## config.mk

```make
export PLATFORM = sky130hd
export DESIGN_NAME = serial_line_editor_core
export DESIGN_NICKNAME = d
export VERILOG_FILES = /design/src/hdl/sle_pkg.sv /design/src/hdl/sle_front.sv /design/src/hdl/sle_cmd_fifo.sv /design/src/hdl/sle_back.sv /design/src/hdl/serial_line_editor_core.sv
export SDC_FILE = /design/constraint.sdc
export NUM_CORES = 1
export LEC_CHECK = 0
export ABC_AREA = 0
export BUFFER_PORTS_ARGS = -buffer_cell sky130_fd_sc_hd__buf_2
export CORE_MARGIN = 2
export CORE_UTILIZATION = 65
export CTS_BUF_LIST = sky130_fd_sc_hd__clkbuf_8
export DETAILED_ROUTE_END_ITERATION = 10
export PLACE_DENSITY = 0.87
export SKIP_LAST_GASP = 1
export SLEW_MARGIN = 10
export SYNTH_ARGS = -nofsm -noshare
export SYNTH_HDL_FRONTEND = slang
export SYNTH_SLANG_ARGS = --single-unit
```

## constraint.sdc

```tcl
create_clock -name clk_i -period 4.9 [get_ports clk_i]
set_input_delay 0.98 -clock clk_i [delete_from_list [all_inputs] [get_ports clk_i]]
set_output_delay 0.98 -clock clk_i [all_outputs]
set_load 0.005 [all_outputs]
```

## src/hdl/sle_pkg.sv

```systemverilog
`timescale 1ns / 1ps

package sle_pkg;

  // Character codes the editor reacts to or echoes.
  localparam logic [7:0] CH_BS       = 8'h08;
  localparam logic [7:0] CH_ESC      = 8'h1B;
  localparam logic [7:0] CH_DEL      = 8'h7F;
  localparam logic [7:0] CH_LBRACKET = 8'h5B;
  localparam logic [7:0] CH_D        = 8'h44;
  localparam logic [7:0] CH_ONE      = 8'h31;

  // Reset values of the configuration registers.
  localparam logic [7:0] TERM_CHAR_RST = 8'd13;
  localparam logic [7:0] MAX_LEN_RST   = 8'd64;

  // Configuration register indexes.
  localparam logic CFG_TERM_CHAR = 1'b0;
  localparam logic CFG_MAX_LEN   = 1'b1;

  // Line status as reported on every result.
  typedef enum logic [1:0] {
    ST_COLLECT  = 2'd0,
    ST_DONE     = 2'd1,
    ST_OVERFLOW = 2'd2
  } line_status_e;

  // Work orders handed from the front to the back.
  typedef enum logic [2:0] {
    OP_EMPTY,
    OP_TERM,
    OP_BACK,
    OP_CHAR,
    OP_OVFL
  } op_e;

  typedef struct packed {
    logic       kind;
    logic [7:0] rx_byte;
  } in_t;

  typedef struct packed {
    logic       echo_valid;
    logic [7:0] echo_byte;
    logic       store_valid;
    logic [7:0] store_index;
    logic [7:0] store_byte;
    logic [1:0] status;
    logic       last;
  } out_t;

  typedef struct packed {
    op_e          op;
    logic [7:0]   data;
    logic [7:0]   index;
    line_status_e status;
  } cmd_t;

endpackage

```

## src/hdl/sle_front.sv

```systemverilog
`timescale 1ns / 1ps

module sle_front (
  input  logic              clk_i,
  input  logic              rst_ni,
  input  logic              cfg_we_i,
  input  logic              cfg_idx_i,
  input  logic [7:0]        cfg_wdata_i,
  input  logic              accept_i,
  input  sle_pkg::in_t      in_i,
  output sle_pkg::cmd_t     cmd_o
);
  import sle_pkg::*;

  logic [7:0]   term_char_q, max_len_q;
  logic         finished_q, finished_d;
  logic [7:0]   pos_q, pos_d;
  logic [7:0]   prev_q, prev_d;
  line_status_e status_q, status_d;
  logic         is_back, is_plain, fits;
  logic [7:0]   b;

  // Configuration registers.
  always_ff @(posedge clk_i or negedge rst_ni) begin
    if (!rst_ni) begin
      term_char_q <= TERM_CHAR_RST;
      max_len_q   <= MAX_LEN_RST;
    end else if (cfg_we_i) begin
      unique case (cfg_idx_i)
        CFG_TERM_CHAR: term_char_q <= cfg_wdata_i;
        CFG_MAX_LEN:   max_len_q   <= cfg_wdata_i;
        default:       ;
      endcase
    end
  end

  // Classification of the received byte.
  assign b        = in_i.rx_byte;
  assign is_back  = (b == CH_BS) || (b == CH_DEL) || ((prev_q == CH_LBRACKET) && (b == CH_D));
  assign is_plain = (b != CH_LBRACKET) && (b != CH_BS) && (b != CH_DEL);
  assign fits     = ({1'b0, pos_q} + 9'd1) < {1'b0, max_len_q};

  // Line state update and the order for the back end.
  always_comb begin
    finished_d   = finished_q;
    pos_d        = pos_q;
    prev_d       = prev_q;
    status_d     = status_q;
    cmd_o.op     = OP_EMPTY;
    cmd_o.data   = b;
    cmd_o.index  = pos_q;
    if (in_i.kind) begin
      finished_d = 1'b0;
      pos_d      = '0;
      prev_d     = '0;
      status_d   = ST_COLLECT;
    end else if (!finished_q) begin
      prev_d = b;
      if (b == CH_ESC) begin
        pos_d    = '0;
        status_d = ST_COLLECT;
      end else if (b == term_char_q) begin
        finished_d = 1'b1;
        status_d   = ST_DONE;
        cmd_o.op   = OP_TERM;
      end else if (is_back && (pos_q != '0)) begin
        pos_d    = pos_q - 8'd1;
        cmd_o.op = OP_BACK;
      end else if (is_plain) begin
        if (fits) begin
          pos_d    = pos_q + 8'd1;
          cmd_o.op = OP_CHAR;
        end else begin
          finished_d = 1'b1;
          status_d   = ST_OVERFLOW;
          cmd_o.op   = OP_OVFL;
        end
      end
    end
    cmd_o.status = status_d;
  end

  // State registers change only on an accepted beat.
  always_ff @(posedge clk_i or negedge rst_ni) begin
    if (!rst_ni) begin
      finished_q <= 1'b0;
      pos_q      <= '0;
      prev_q     <= '0;
      status_q   <= ST_COLLECT;
    end else if (accept_i) begin
      finished_q <= finished_d;
      pos_q      <= pos_d;
      prev_q     <= prev_d;
      status_q   <= status_d;
    end
  end

endmodule

```

## src/hdl/sle_cmd_fifo.sv

```systemverilog
`timescale 1ns / 1ps

module sle_cmd_fifo #(
  parameter int DEPTH = 2
) (
  input  logic           clk_i,
  input  logic           rst_ni,
  input  logic           push_i,
  input  sle_pkg::cmd_t  data_i,
  input  logic           pop_i,
  output sle_pkg::cmd_t  data_o,
  output logic           full_o,
  output logic           empty_o
);
  import sle_pkg::*;

  localparam int PTR_W = (DEPTH > 1) ? $clog2(DEPTH) : 1;
  localparam int CNT_W = $clog2(DEPTH + 1);
  localparam logic [PTR_W-1:0] PTR_LAST = PTR_W'(DEPTH - 1);
  localparam logic [CNT_W-1:0] CNT_FULL = CNT_W'(DEPTH);

  cmd_t             mem_q [DEPTH];
  logic [PTR_W-1:0] wr_q, rd_q;
  logic [CNT_W-1:0] cnt_q;
  logic             do_push, do_pop;

  assign full_o  = (cnt_q == CNT_FULL);
  assign empty_o = (cnt_q == '0);
  assign do_push = push_i && !full_o;
  assign do_pop  = pop_i && !empty_o;
  assign data_o  = mem_q[rd_q];

  // Storage, no reset needed.
  always_ff @(posedge clk_i) begin
    if (do_push) begin
      mem_q[wr_q] <= data_i;
    end
  end

  // Pointers and fill level.
  always_ff @(posedge clk_i or negedge rst_ni) begin
    if (!rst_ni) begin
      wr_q  <= '0;
      rd_q  <= '0;
      cnt_q <= '0;
    end else begin
      if (do_push) begin
        wr_q <= (wr_q == PTR_LAST) ? '0 : wr_q + PTR_W'(1);
      end
      if (do_pop) begin
        rd_q <= (rd_q == PTR_LAST) ? '0 : rd_q + PTR_W'(1);
      end
      if (do_push && !do_pop) begin
        cnt_q <= cnt_q + CNT_W'(1);
      end else if (do_pop && !do_push) begin
        cnt_q <= cnt_q - CNT_W'(1);
      end
    end
  end

endmodule

```

## src/hdl/sle_back.sv

```systemverilog
`timescale 1ns / 1ps

module sle_back (
  input  logic           clk_i,
  input  logic           rst_ni,
  input  logic           head_valid_i,
  input  sle_pkg::cmd_t  head_i,
  output logic           head_pop_o,
  input  logic           pop_i,
  output logic           empty_o,
  output sle_pkg::out_t  out_o
);
  import sle_pkg::*;

  logic [1:0] beat_q, beat_d;
  logic       out_valid_q, out_valid_d;
  out_t       out_q, res;
  logic       load;

  // Expand the order at the queue head into its current result beat.
  always_comb begin
    res             = '0;
    res.status      = head_i.status;
    res.last        = 1'b1;
    case (head_i.op)
      OP_TERM: begin
        res.store_valid = 1'b1;
        res.store_index = head_i.index;
      end
      OP_CHAR: begin
        res.echo_valid  = 1'b1;
        res.echo_byte   = head_i.data;
        res.store_valid = 1'b1;
        res.store_index = head_i.index;
        res.store_byte  = head_i.data;
      end
      OP_OVFL: begin
        res.store_valid = 1'b1;
        res.store_index = head_i.index;
        if (beat_q == 2'd0) begin
          res.echo_valid = 1'b1;
          res.echo_byte  = head_i.data;
          res.store_byte = head_i.data;
          res.last       = 1'b0;
        end
      end
      OP_BACK: begin
        res.echo_valid = 1'b1;
        res.last       = (beat_q == 2'd3);
        case (beat_q)
          2'd0:    res.echo_byte = CH_ESC;
          2'd1:    res.echo_byte = CH_LBRACKET;
          2'd2:    res.echo_byte = CH_ONE;
          default: res.echo_byte = CH_D;
        endcase
      end
      default: ;
    endcase
  end

  // A beat moves into the output register when it is free or being taken.
  assign load        = head_valid_i && (!out_valid_q || pop_i);
  assign head_pop_o  = load && res.last;
  assign beat_d      = load ? (res.last ? 2'd0 : beat_q + 2'd1) : beat_q;
  assign out_valid_d = load || (out_valid_q && !pop_i);

  always_ff @(posedge clk_i or negedge rst_ni) begin
    if (!rst_ni) begin
      beat_q      <= '0;
      out_valid_q <= 1'b0;
    end else begin
      beat_q      <= beat_d;
      out_valid_q <= out_valid_d;
    end
  end

  // Output payload register.
  always_ff @(posedge clk_i) begin
    if (load) begin
      out_q <= res;
    end
  end

  assign empty_o = !out_valid_q;
  assign out_o   = out_q;

endmodule

```

## src/hdl/serial_line_editor_core.sv

```systemverilog
`timescale 1ns / 1ps
// Line input editor for a serial terminal.
// Input queue side: push with in_i (kind, rx_byte); full holds off new beats.
// Result queue side: empty low presents the oldest result on out_o; pop
// takes it. Each input yields one to four results; the last carries last=1.
// Results describe echo bytes to transmit and line buffer writes to perform.
// Configuration: cfg_we_i writes cfg_wdata_i into register cfg_idx_i
// (0 end character, 1 line buffer size) at the clock edge, no wait.
// The front classifies a byte and updates the line state in the cycle it is
// accepted and queues one order; one input is accepted per cycle while the
// order queue has room. The back drains orders at one result per cycle while
// the output register is free or being popped; the first result of an input
// reaches out_o by way of the order queue and the output register. An order
// stays at the queue head until its last result beat is loaded, so an input
// that causes the four-byte cursor-left echo holds back the next results.
// While the receiver holds pop low the output register and the queue fill,
// then full rises; nothing is lost.
// Reset clears the line state, the queue and the output valid flag, and loads
// end character 13 and line size 64.
module serial_line_editor_core #(
  parameter int QUEUE_DEPTH = 2
) (
  input  logic           clk_i,
  input  logic           rst_ni,
  input  logic           push,
  output logic           full,
  input  sle_pkg::in_t   in_i,
  output logic           empty,
  input  logic           pop,
  output sle_pkg::out_t  out_o,
  input  logic           cfg_we_i,
  input  logic           cfg_idx_i,
  input  logic [7:0]     cfg_wdata_i
);
  import sle_pkg::*;

  cmd_t cmd, head;
  logic accept, head_pop, q_full, q_empty;

  assign accept = push && !q_full;
  assign full   = q_full;

  sle_front u_front (
    .clk_i       (clk_i),
    .rst_ni      (rst_ni),
    .cfg_we_i    (cfg_we_i),
    .cfg_idx_i   (cfg_idx_i),
    .cfg_wdata_i (cfg_wdata_i),
    .accept_i    (accept),
    .in_i        (in_i),
    .cmd_o       (cmd)
  );

  sle_cmd_fifo #(
    .DEPTH (QUEUE_DEPTH)
  ) u_fifo (
    .clk_i   (clk_i),
    .rst_ni  (rst_ni),
    .push_i  (accept),
    .data_i  (cmd),
    .pop_i   (head_pop),
    .data_o  (head),
    .full_o  (q_full),
    .empty_o (q_empty)
  );

  sle_back u_back (
    .clk_i        (clk_i),
    .rst_ni       (rst_ni),
    .head_valid_i (!q_empty),
    .head_i       (head),
    .head_pop_o   (head_pop),
    .pop_i        (pop),
    .empty_o      (empty),
    .out_o        (out_o)
  );

  // An accepted input always leaves an order in the queue.
  assert property (@(posedge clk_i) disable iff (!rst_ni)
    accept |=> !q_empty)
    else $error("order queue empty after an accepted input");

  // The next beat of a multi-beat input follows without a gap.
  assert property (@(posedge clk_i) disable iff (!rst_ni)
    (!empty && pop && !out_o.last) |=> !empty)
    else $error("gap inside a multi-beat result sequence");

  // The queue head is popped only on a final beat.
  assert property (@(posedge clk_i) disable iff (!rst_ni)
    head_pop |=> (!empty && out_o.last))
    else $error("order retired without its final result");

endmodule
```

======== Word level (Yosys, flattened, before mapping) ========
Memory sizes are Yosys's and may differ from the RTL's.
Index checks and enable logic that the tools add are counted.
operators by class
  $add $sub $neg .......................... 8
  order comparisons ....................... 1
  equal/unequal tests ..................... 19
  multiplexer cells ....................... 45
  bitwise gates (word level) .............. 1
  reductions and logical operators ........ 33
operators by type and width
  cell                                                                    count
  8-bit two-way mux                                                       10
  9-bit case mux with 3 select lines                                      1
  8-bit by 7-bit equality test with 1-bit output (second input constant)  3
  3-bit two-way mux                                                       7
  7-bit case mux with 3 select lines                                      1
  2-bit two-way mux                                                       10
  9-bit two-way mux                                                       2
  8-bit by 7-bit != test with 1-bit output (second input constant)        2
  8-bit case mux with 2 select lines                                      1
  1-bit logical AND                                                       12
  1-bit two-way mux                                                       12
  8-bit by 1-bit adder with 9-bit output (second input constant)          1
  9-bit by 8-bit less-than comparator with 1-bit output                   1
  8-bit by 1-bit adder with 8-bit output (second input constant)          1
  8-bit by 4-bit equality test with 1-bit output (second input constant)  1
  8-bit by 5-bit equality test with 1-bit output (second input constant)  1
  8-bit equality test                                                     1
  8-bit by 4-bit != test with 1-bit output (second input constant)        1
  4-bit nonzero test                                                      2
  8-bit nonzero test                                                      1
  8-bit by 1-bit subtractor with 8-bit output (second input constant)     1
  2-bit equality test (second input constant)                             3
  3-bit by 2-bit equality test with 1-bit output (second input constant)  2
  1-bit logical NOT                                                       6
  other kinds (16)                                                        24
storage, ports and cells
  register bits ........................... 71
  memory bits (writable) .................. 42
  output and inout port bits .............. 31
  word-level logic and storage cells ...... 126
  memories ................................ 1
memory list
  name          depth  bits a word  read ports  clocked after Yosys merged registers in  wr ports  RTL line            RTL
  u_fifo.mem_q  2      21           1           0                                        1         sle_cmd_fifo.sv:22  cmd_t mem_q [DEPTH];

======== Depth between registers and ports, before layout ========
Gate-level depths: netlist (run 1).
  depth in word-level cells ............... 9
  depth in mapped cells ................... 13
  mapped depth without buffers ............ 13

======== By module ========
From an unflattened synthesis (run 1), not the netlist that was laid out.
unflattened totals
  cell total of the unflattened synthesis .. 408
  area, all modules ....................... 5547.8 µm²
by module, submodules not included
  module                   instances  cells each  area an instance (µm²)  seq. area each (µm²)
  sle_front                1          234         2383.5                  880.8
  sle_cmd_fifo             1          84          1790.5                  1361.3
  sle_back                 1          88          1356.3                  945.9
  serial_line_editor_core  1          2           17.5                    0.0

======== Least setup slack after synthesis (run 1) ========
OpenSTA, ideal clock, no wires.
  path kind ............................... in2reg
  start point ............................. input in_i[5] in the netlist's numbering
  end point ............................... register u_front.pos_q[6]
  library setup time ...................... 0.121 ns
  data arrival time ....................... 3.302 ns
  path slack .............................. 1.477 ns
  stages .................................. 13
  path buffers ............................ 1
  cell sequence ........................... buf_2 -> or2_2 -> nor4_1 -> o31a_1 -> nand2_1 -> inv_1 -> ha_1 -> a21o_1 -> a21oi_1 -> o21bai_1 -> a21oi_1 -> xnor2_1 -> a22o_2
on the way
  longest elaborated chain between the ends .. 9
RTL lines
  item                                                                                                              RTL line                       RTL
  start, declared                                                                                                   serial_line_editor_core.sv:27  input sle_pkg::in_t in_i,
  8-bit by 4-bit equality test with 1-bit output or 8-bit by 7-bit equality test with 1-bit output (tied branches)  sle_front.sv:39                assign is_back = (b == CH_BS) || (b == CH_DEL) || ((prev_q == CH_LBRACKET) && (b == CH_D));
  1-bit logical OR or 1-bit logical AND (tied branches)                                                             sle_front.sv:39
  1-bit logical OR                                                                                                  sle_front.sv:39
  1-bit logical AND                                                                                                 sle_front.sv:66                end else if (is_back && (pos_q != '0)) begin
  8-bit two-way mux                                                                                                 sle_front.sv:66
  8-bit two-way mux                                                                                                 sle_front.sv:62                end else if (b == term_char_q) begin
  8-bit two-way mux                                                                                                 sle_front.sv:59                if (b == CH_ESC) begin
  8-bit two-way mux                                                                                                 sle_front.sv:57                end else if (!finished_q) begin
  8-bit two-way mux                                                                                                 sle_front.sv:52                if (in_i.kind) begin
  end signal, assigned                                                                                              sle_front.sv:92                pos_q <= pos_d;
  end, declared                                                                                                     sle_front.sv:17                logic [7:0] pos_q, pos_d;
Several ways; a longest one is shown, not always the timed one. The select of a mux whose other input is x is not followed.
A chain may end at the register's enable or synchronous reset.

======== Worst setup path in the final report (run 1) ========
  start point ............................. input in_i[2] in the netlist's numbering
  end point ............................... register u_front.pos_q[7]
Same word-level chain as after synthesis.

==> flow_summary.json, run 1 <==
{
  "cts_max_level": 4,
  "rrSetupSlack_ns": 1.56,
  "drt_wl_total_mm": 10.6,
  "ios": 54,
  "switching_share": 0.323,
  "synth_top_area_cell": "edfxtp_1",
  "fin_tns_setup_ns": 0,
  "tightestPinTransition_ns": 1.22,
  "postCtsSetupRepairBufs": 0,
  "fin_skew_ns": 0.00662,
  "synth_top_area_frac": 0.405,
  "crit_fanout": 8,
  "grt_max_degree": 43,
  "worstSetupStartpointType": "input port",
  "pwr-share-seq": 0.468,
  "synthToLayoutAreaGrowth_pct": 14.9,
  "cts_tree": "built",
  "start_util": 0.678,
  "critPathKind": "in2reg",
  "final_util": 0.778,
  "cp.required_ns": 5.23,
  "avgViaCountPerCell": 6.07,
  "cts_sinks": 113,
  "clkPwrFrac": 0.274,
  "diodes": 0,
  "critPathArrivalTime_ns": 3.75,
  "synth_edf_count": 71,
  "netSwitchingPower_mw": 1.08,
  "syn_area_um2": 5260,
  "synth_nets": 444,
  "endpoint_kind": "flop",
  "status": "completed",
  "setup_violations": 0,
  "synth_ff_type": "edfxtp_1",
  "cts_hold_buf": 0,
  "via_count": 3515,
  "yosysSeqAreaShare": 0.606,
  "hpwl_mm": 6.94,
  "grt_pass1_vias": 3520,
  "drt-initial-drc-count": 272,
  "async_reset_ff_frac": 0.372,
  "route.detailed.drc": 0,
  "clockRootBuffer": "clkbuf_8",
  "slew_violations": 0,
  "cts_max_path_buffers": 2,
  "p_leak_nw": 2.60,
  "grt_pass1_wl_mm": 17.1,
  "die_area_um2": 8830,
  "pwr-share-comb": 0.258,
  "clk_pin_slew_worst_paths_ns": 0.07,
  "fp.dieH_um": 94.0,
  "finalHoldViolCount": 0,
  "num-nets-final": 509,
  "n_fill_cell": 433,
  "grt_setup_unrepaired": "no",
  "grt_antenna_before_repair": 0,
  "yosysWarnings": 0,
  "fmaxAchievable_ghz": 0.292,
  "internal-power_mw": 2.27,
  "drive_gt1_frac": 0.275,
  "synth.area.top_cells": "edfxtp_1 (41%), dfrtp_1 (18%), ha_1 (5.0%)",
  "clock_latency_ns": 0.43,
  "max_cap_viol_count": 0,
  "cts_resized": 0,
  "max_slew_margin": 0.190,
  "grt_usage": 0.261,
  "peakVddDrop_mv": 0.270,
  "die_x_um": 94.0,
  "worstHoldPathType": "reg2reg",
  "drtPass1Iterations": 5,
  "cellPowerDensity_nw_per_um2": 554,
  "layout_min_cycle_time_ns": 3.42,
  "rows": 32,
  "avgRoutedWirePerCell_um": 18.3,
  "overflow": 0,
  "place_congestion": 0.858,
  "ant_nets": 0,
  "synth.avg_cell_area_um2": 13.2,
  "post-route-period-util": 0.699,
  "coreArea_um2": 7770,
  "yosysUniqueCellTypes": 58,
  "numCtsBuffers": 17,
  "ys_ff_latch": 113,
  "numPortBuffers": 53,
  "synthCells": 399
}
final timing paths:
check / from / to / cells past startpoint
worst max-delay path: in_i[2] / u_front.pos_q[7] / 12
worst min-delay path: u_front.prev_q[2] / u_front.prev_q[2] / 1
worst max register to register: u_front.pos_q[0] / u_fifo.mem_q[0][1] / 11
worst min register to register: u_front.prev_q[2] / u_front.prev_q[2] / 1
max in group asynchronous: rst_ni / u_front.max_len_q[0] / 1
min in group asynchronous: rst_ni / u_back.out_valid_q / 1
power groups by stage:
stage / sequential (mW) / combinational (mW) / clock (mW)
CTS: 1.57 / 0.865 / 0.919
detailed placement: 1.58 / 0.842 / 0
global route: 1.60 / 0.962 / 0.955
finish: 1.57 / 0.864 / 0.916
global placement: 1.56 / 0.798 / 0
floorplan: 1.52 / 0.581 / 0
stage by stage:
step	setup slack, ns	instances	hold WS (ns)	cell area, um^2	total power, mW
5_1_grt	1.34	579	0.513	6050	3.52
4_1_cts	1.55	579	0.503	6050	3.35
6_report	1.48	579	0.504	6050	3.35
3_3_place_gp	1.22	547	0.478	5630	2.36
3_5_place_dp	1.09	547	0.487	5630	2.42
2_1_floorplan	1.48	399	0.458	5260	2.10
critical path: stages:
cell and delay [ns]:
buf_2 0.15, or4b_4 0.58, nor2_1 0.12, o31a_1 0.24, nand2_1 0.12, inv_1 0.23, ha_1 0.28, a21oi_1 0.16
o211ai_1 0.15, o41ai_1 0.38, xor2_1 0.12, a22o_2 0.24
sequential cells by signal, indices dropped and copies added, names as in the netlist:
| name | flops |
|---|---|
| u_fifo.mem_q | 42 |
| u_back.out_o | 29 |
| u_front.max_len_q | 8 |
| u_front.pos_q | 8 |
| u_front.prev_q | 8 |
| u_front.term_char_q | 8 |
| u_back.beat_q | 2 |
| u_fifo.cnt_q | 2 |
| u_front.status_q | 2 |
| u_back.out_valid_q | 1 |
| u_fifo.rd_q | 1 |
| u_fifo.wr_q | 1 |
| u_front.finished_q | 1 |
placed cells by master (no fill, tap or decap), types with 2 or more instances in the layout:
cell / synthesis / routed
a21o_1: 3 / 3
a21oi_1: 7 / 7
a22o_1: 8 / 8
a22o_2: 8 / 8
a41oi_1: 2 / 2
and3_1: 5 / 5
buf_2: 2 / 53
buf_4: 0 / 2
bufinv_16: 0 / 3
clkbuf_8: 0 / 17
clkinv_2: 0 / 2
clkinv_4: 0 / 4
clkinvlp_4: 0 / 3
dfrtp_1: 38 / 38
dfstp_2: 4 / 4
edfxtp_1: 71 / 71
ha_1: 21 / 21
inv_1: 27 / 27
inv_6: 0 / 3
mux2_2: 20 / 20
mux2i_1: 18 / 18
nand2_1: 16 / 16
nand2b_1: 5 / 5
nand3_1: 9 / 9
nand4_1: 3 / 3
nand4b_1: 2 / 2
nor2_1: 34 / 34
nor2b_1: 5 / 5
nor3_1: 5 / 5
nor3_2: 2 / 2
nor4b_1: 2 / 2
o21a_1: 2 / 2
o21ai_0: 11 / 10
o21ai_1: 1 / 2
o21bai_1: 2 / 2
o22ai_1: 6 / 6
or3_1: 2 / 2
or3b_2: 2 / 2
xnor2_1: 19 / 19
xor2_1: 7 / 7
routing by layer:
metal  wire, um  global-route usage  up-vias
met1       3990               0.308     1721
li1           -                   -     1597
met2       5670               0.454      168
met4        228               0.106        0
met5          0                   0        -
met3        714              0.0674       29
cell families after synthesis:
| group | Yosys count | share of synthesized area |
|---|---|---|
| DFF | 113 | 0.606 |
| AOI/OAI and AO/OA | 62 | 0.0896 |
| adders and majority gates | 22 | 0.0537 |
| muxes | 39 | 0.0799 |
| xor gates and xnor gates | 26 | 0.0433 |
| buffers and inverters | 36 | 0.0276 |
| and+or+nand+nor | 101 | 0.100 |
cells in the mapped netlist (2+ instances only):
cell and instances:
a21o_1 3, a21oi_1 7, a22o_1 8, a22o_2 8, a41oi_1 2, and3_1 5, buf_2 2, clkbuf_1 6
dfrtp_1 38, dfstp_2 4, edfxtp_1 71, ha_1 21, inv_1 27, mux2_2 20, mux2i_1 18, nand2_1 16
nand2b_1 5, nand3_1 9, nand4_1 3, nand4b_1 2, nor2_1 34, nor2b_1 5, nor3_1 5, nor3_2 2
nor4b_1 2, o21a_1 2, o21ai_0 11, o21bai_1 2, o22ai_1 6, or3_1 2, or3b_2 2, xnor2_1 19
xor2_1 7
cell type report:
class / count / area [um^2] / share of cell area
sequential: 113 / 3190 / 0.527
multi-input combinational: 250 / 1930 / 0.319
timing repair buffer: 55 / 280 / 0.0464
clock buffer: 17 / 234 / 0.0387
clock inverter: 15 / 184 / 0.0304
tap: 102 / 128 / 0.0211
inverter: 27 / 101 / 0.0168
(Power assumes the default switching activity.)
==> run 2, diff against run 1 <==
--- a/config.mk
+++ b/config.mk
@@ -8,10 +8,10 @@
 export ABC_AREA = 0
 export BUFFER_PORTS_ARGS = -buffer_cell sky130_fd_sc_hd__buf_2
 export CORE_MARGIN = 2
-export CORE_UTILIZATION = 65
+export CORE_UTILIZATION = 61
 export CTS_BUF_LIST = sky130_fd_sc_hd__clkbuf_8
 export DETAILED_ROUTE_END_ITERATION = 10
-export PLACE_DENSITY = 0.87
+export PLACE_DENSITY = 0.82
 export SKIP_LAST_GASP = 1
 export SLEW_MARGIN = 10
 export SYNTH_ARGS = -nofsm -noshare
==> constraint.sdc (replaced) <==
create_clock -name clk_i -period 3.5 [get_ports clk_i]
set_input_delay 0.7 -clock clk_i [delete_from_list [all_inputs] [get_ports clk_i]]
set_output_delay 0.7 -clock clk_i [all_outputs]
set_load 0.005 [all_outputs]
==> run 2 against run 1 <==
  * Sequential power increased by 36%
  * Die area up 6.3%
  * Final area fell by 0.41%
  * Combinational power is 42% higher
  * Clock skew up 0.0093 ns
  * Power grew 32%
  * First-iteration DRC count decreased by 33%
  * Global-route usage decreased by 4.4 points
  * Via count fell by 5.9%
  * Largest cell class unchanged
==> flow_summary.json, run 2 (synthesized netlist as in run 1, its figures left out) <==
{
  "slowest_delay_ns": 0.52,
  "cts_max_path_buffers": 2,
  "cts_resized": 0,
  "worstSetupStartpointType": "flop",
  "clockRootBuffer": "clkbuf_8",
  "setup_violations": 0,
  "p_leak_nw": 2.60,
  "fin_hold_ws_ns": 0.427,
  "clock_latency_ns": 0.42,
  "fin_skew_ns": 0.0159,
  "num-nets-final": 515,
  "synthToLayoutAreaGrowth_pct": 14.4,
  "grt_antenna_before_repair": 0,
  "cts_hold_buf": 0,
  "cp.required_ns": 3.65,
  "hpwl_mm": 6.92,
  "overflow": 0,
  "cts_max_level": 4,
  "cts_tree": "built",
  "clk_pin_slew_worst_paths_ns": 0.07,
  "drt-initial-drc-count": 182,
  "coreArea_um2": 8300,
  "endpoint_kind": "flop",
  "dr_wl_met3_um": 488,
  "cts_sinks": 113,
  "route.detailed.drc": 0,
  "fmaxAchievable_ghz": 0.313,
  "ant_nets": 0,
  "peakVddDrop_mv": 0.292,
  "grt_pass1_vias": 3349,
  "drtPass1Iterations": 4,
  "topRoutingLayerUsed": "met4",
  "grt_max_degree": 43,
  "largest_reg_flops": 42,
  "fp.dieH_um": 96.9,
  "diodes": 0,
  "die_area_um2": 9390,
  "numCtsBuffers": 17,
  "wl_met2_mm": 4.74,
  "rows": 33,
  "postCtsSetupRepairBufs": 0,
  "regMostFlops": "u_fifo.mem_q",
  "avgViaCountPerCell": 5.63,
  "final_cell_area_um2": 6020,
  "crit_path_top_delay_cell": "dfrtp_1",
  "critPathArrivalTime_ns": 3.34,
  "fin_tns_setup_ns": 0,
  "die_x_um": 96.9,
  "post-route-period-util": 0.913,
  "layout_min_cycle_time_ns": 3.20,
  "finalHoldViolCount": 0,
  "critPathKind": "reg2reg",
  "path_cells": "ha_1, and3_1, nand3_1, xnor2_1, ha_1, a21o_1, a221o_1, a41oi_1, nand2_1, nand3_1, a21oi_1",
  "slew_violations": 0,
  "status": "completed",
  "worstHoldPathType": "in2async",
  "start_util": 0.634,
  "drive_gt1_frac": 0.282,
  "placedInstanceArea_um2": 5680,
  "crit_fanout": 9,
  "ios": 54,
  "via_count": 3308,
  "final_common_cell": "edfxtp_1",
  "wl_met1_mm": 4.14,
  "final_cell_mix": "edfxtp_1 (71), buf_2 (53), dfrtp_1 (38), nor2_1 (34), inv_1 (27)",
  "cellPowerDensity_nw_per_um2": 733,
  "grt_pass1_wl_mm": 16.1,
  "max_cap_viol_count": 0,
  "drt_wl_total_mm": 9.51,
  "tightestPinTransition_ns": 0.960,
  "grt_setup_unrepaired": "no",
  "numPortBuffers": 53,
  "place_congestion": 0.837,
  "max_slew_margin": 0.360,
  "grt_usage": 0.217,
  "avgRoutedWirePerCell_um": 16.2
}
## run 2: changes by cell type in the layout (fill, tap and decap cells not counted)
cell / delta
inv_6: +1
o21ai_1: -1
clkinv_1: +1
clkinv_2: +2
bufinv_16: -3
clkinv_4: +1
clkinvlp_4: -2
buf_4: +6
o21ai_0: +1
## run 2: per-stage QoR
step                      utilization  total power [mW]  worst slack [ns]  instances
after detailed placement        0.684              3.40            0.0930        556
final                           0.725              4.41             0.304        588
after global placement          0.684              3.32             0.199        556
after global routing            0.725              4.67            0.0409        588
after CTS                       0.725              4.46             0.306        588
after floorplan                     -              2.95             0.357        399
## run 2: power breakdown
part | internal [mW] | total (mW) | switching [mW]
Combinational | 0.540 | 1.23 | 0.690
Clock | 0.493 | 1.04 | 0.549
Sequential | 1.94 | 2.14 | 0.203
## run 2: area by class of cell
type	instances	area (um^2)
Inverter	27	101
Fill cell	527	2280
Multi-Input combinational cell	250	1930
Timing Repair Buffer	61	325
Sequential cell	113	3190
Clock inverter	15	110
Clock buffer	17	234
Tap cell	105	131
## run 2: critical path, delay by kind of cell (launching register included)
kind | cells | cell delay [ns]
AOI/OAI and AO/OA | 4 | 0.98
xor gates and xnor gates | 1 | 0.21
adders and majority gates | 2 | 0.52
DFF | 1 | 0.52
and+or+nand+nor | 4 | 0.69
## run 2: metal layers
| layer | GRT usage | vias up |
|---|---|---|
| met5 | 0 | - |
| met2 | 0.355 | 97 |
| li1 | - | 1611 |
| met1 | 0.278 | 1586 |
| met3 | 0.0571 | 14 |
| met4 | 0.0867 | 0 |
## run 2: final timing paths
kind,startpoint,end,slack (ns),cells past startpoint
min in group clk_i,u_front.prev_q[5],u_front.prev_q[5],0.50,1
max in group asynchronous,rst_ni,u_front.max_len_q[5],2.47,1
max,u_front.pos_q[1],u_fifo.mem_q[1][1],0.30,11
min,rst_ni,u_back.out_valid_q,0.43,1
max reg2reg,u_front.pos_q[1],u_fifo.mem_q[1][1],0.30,11
min reg2reg,u_front.prev_q[5],u_front.prev_q[5],0.50,1
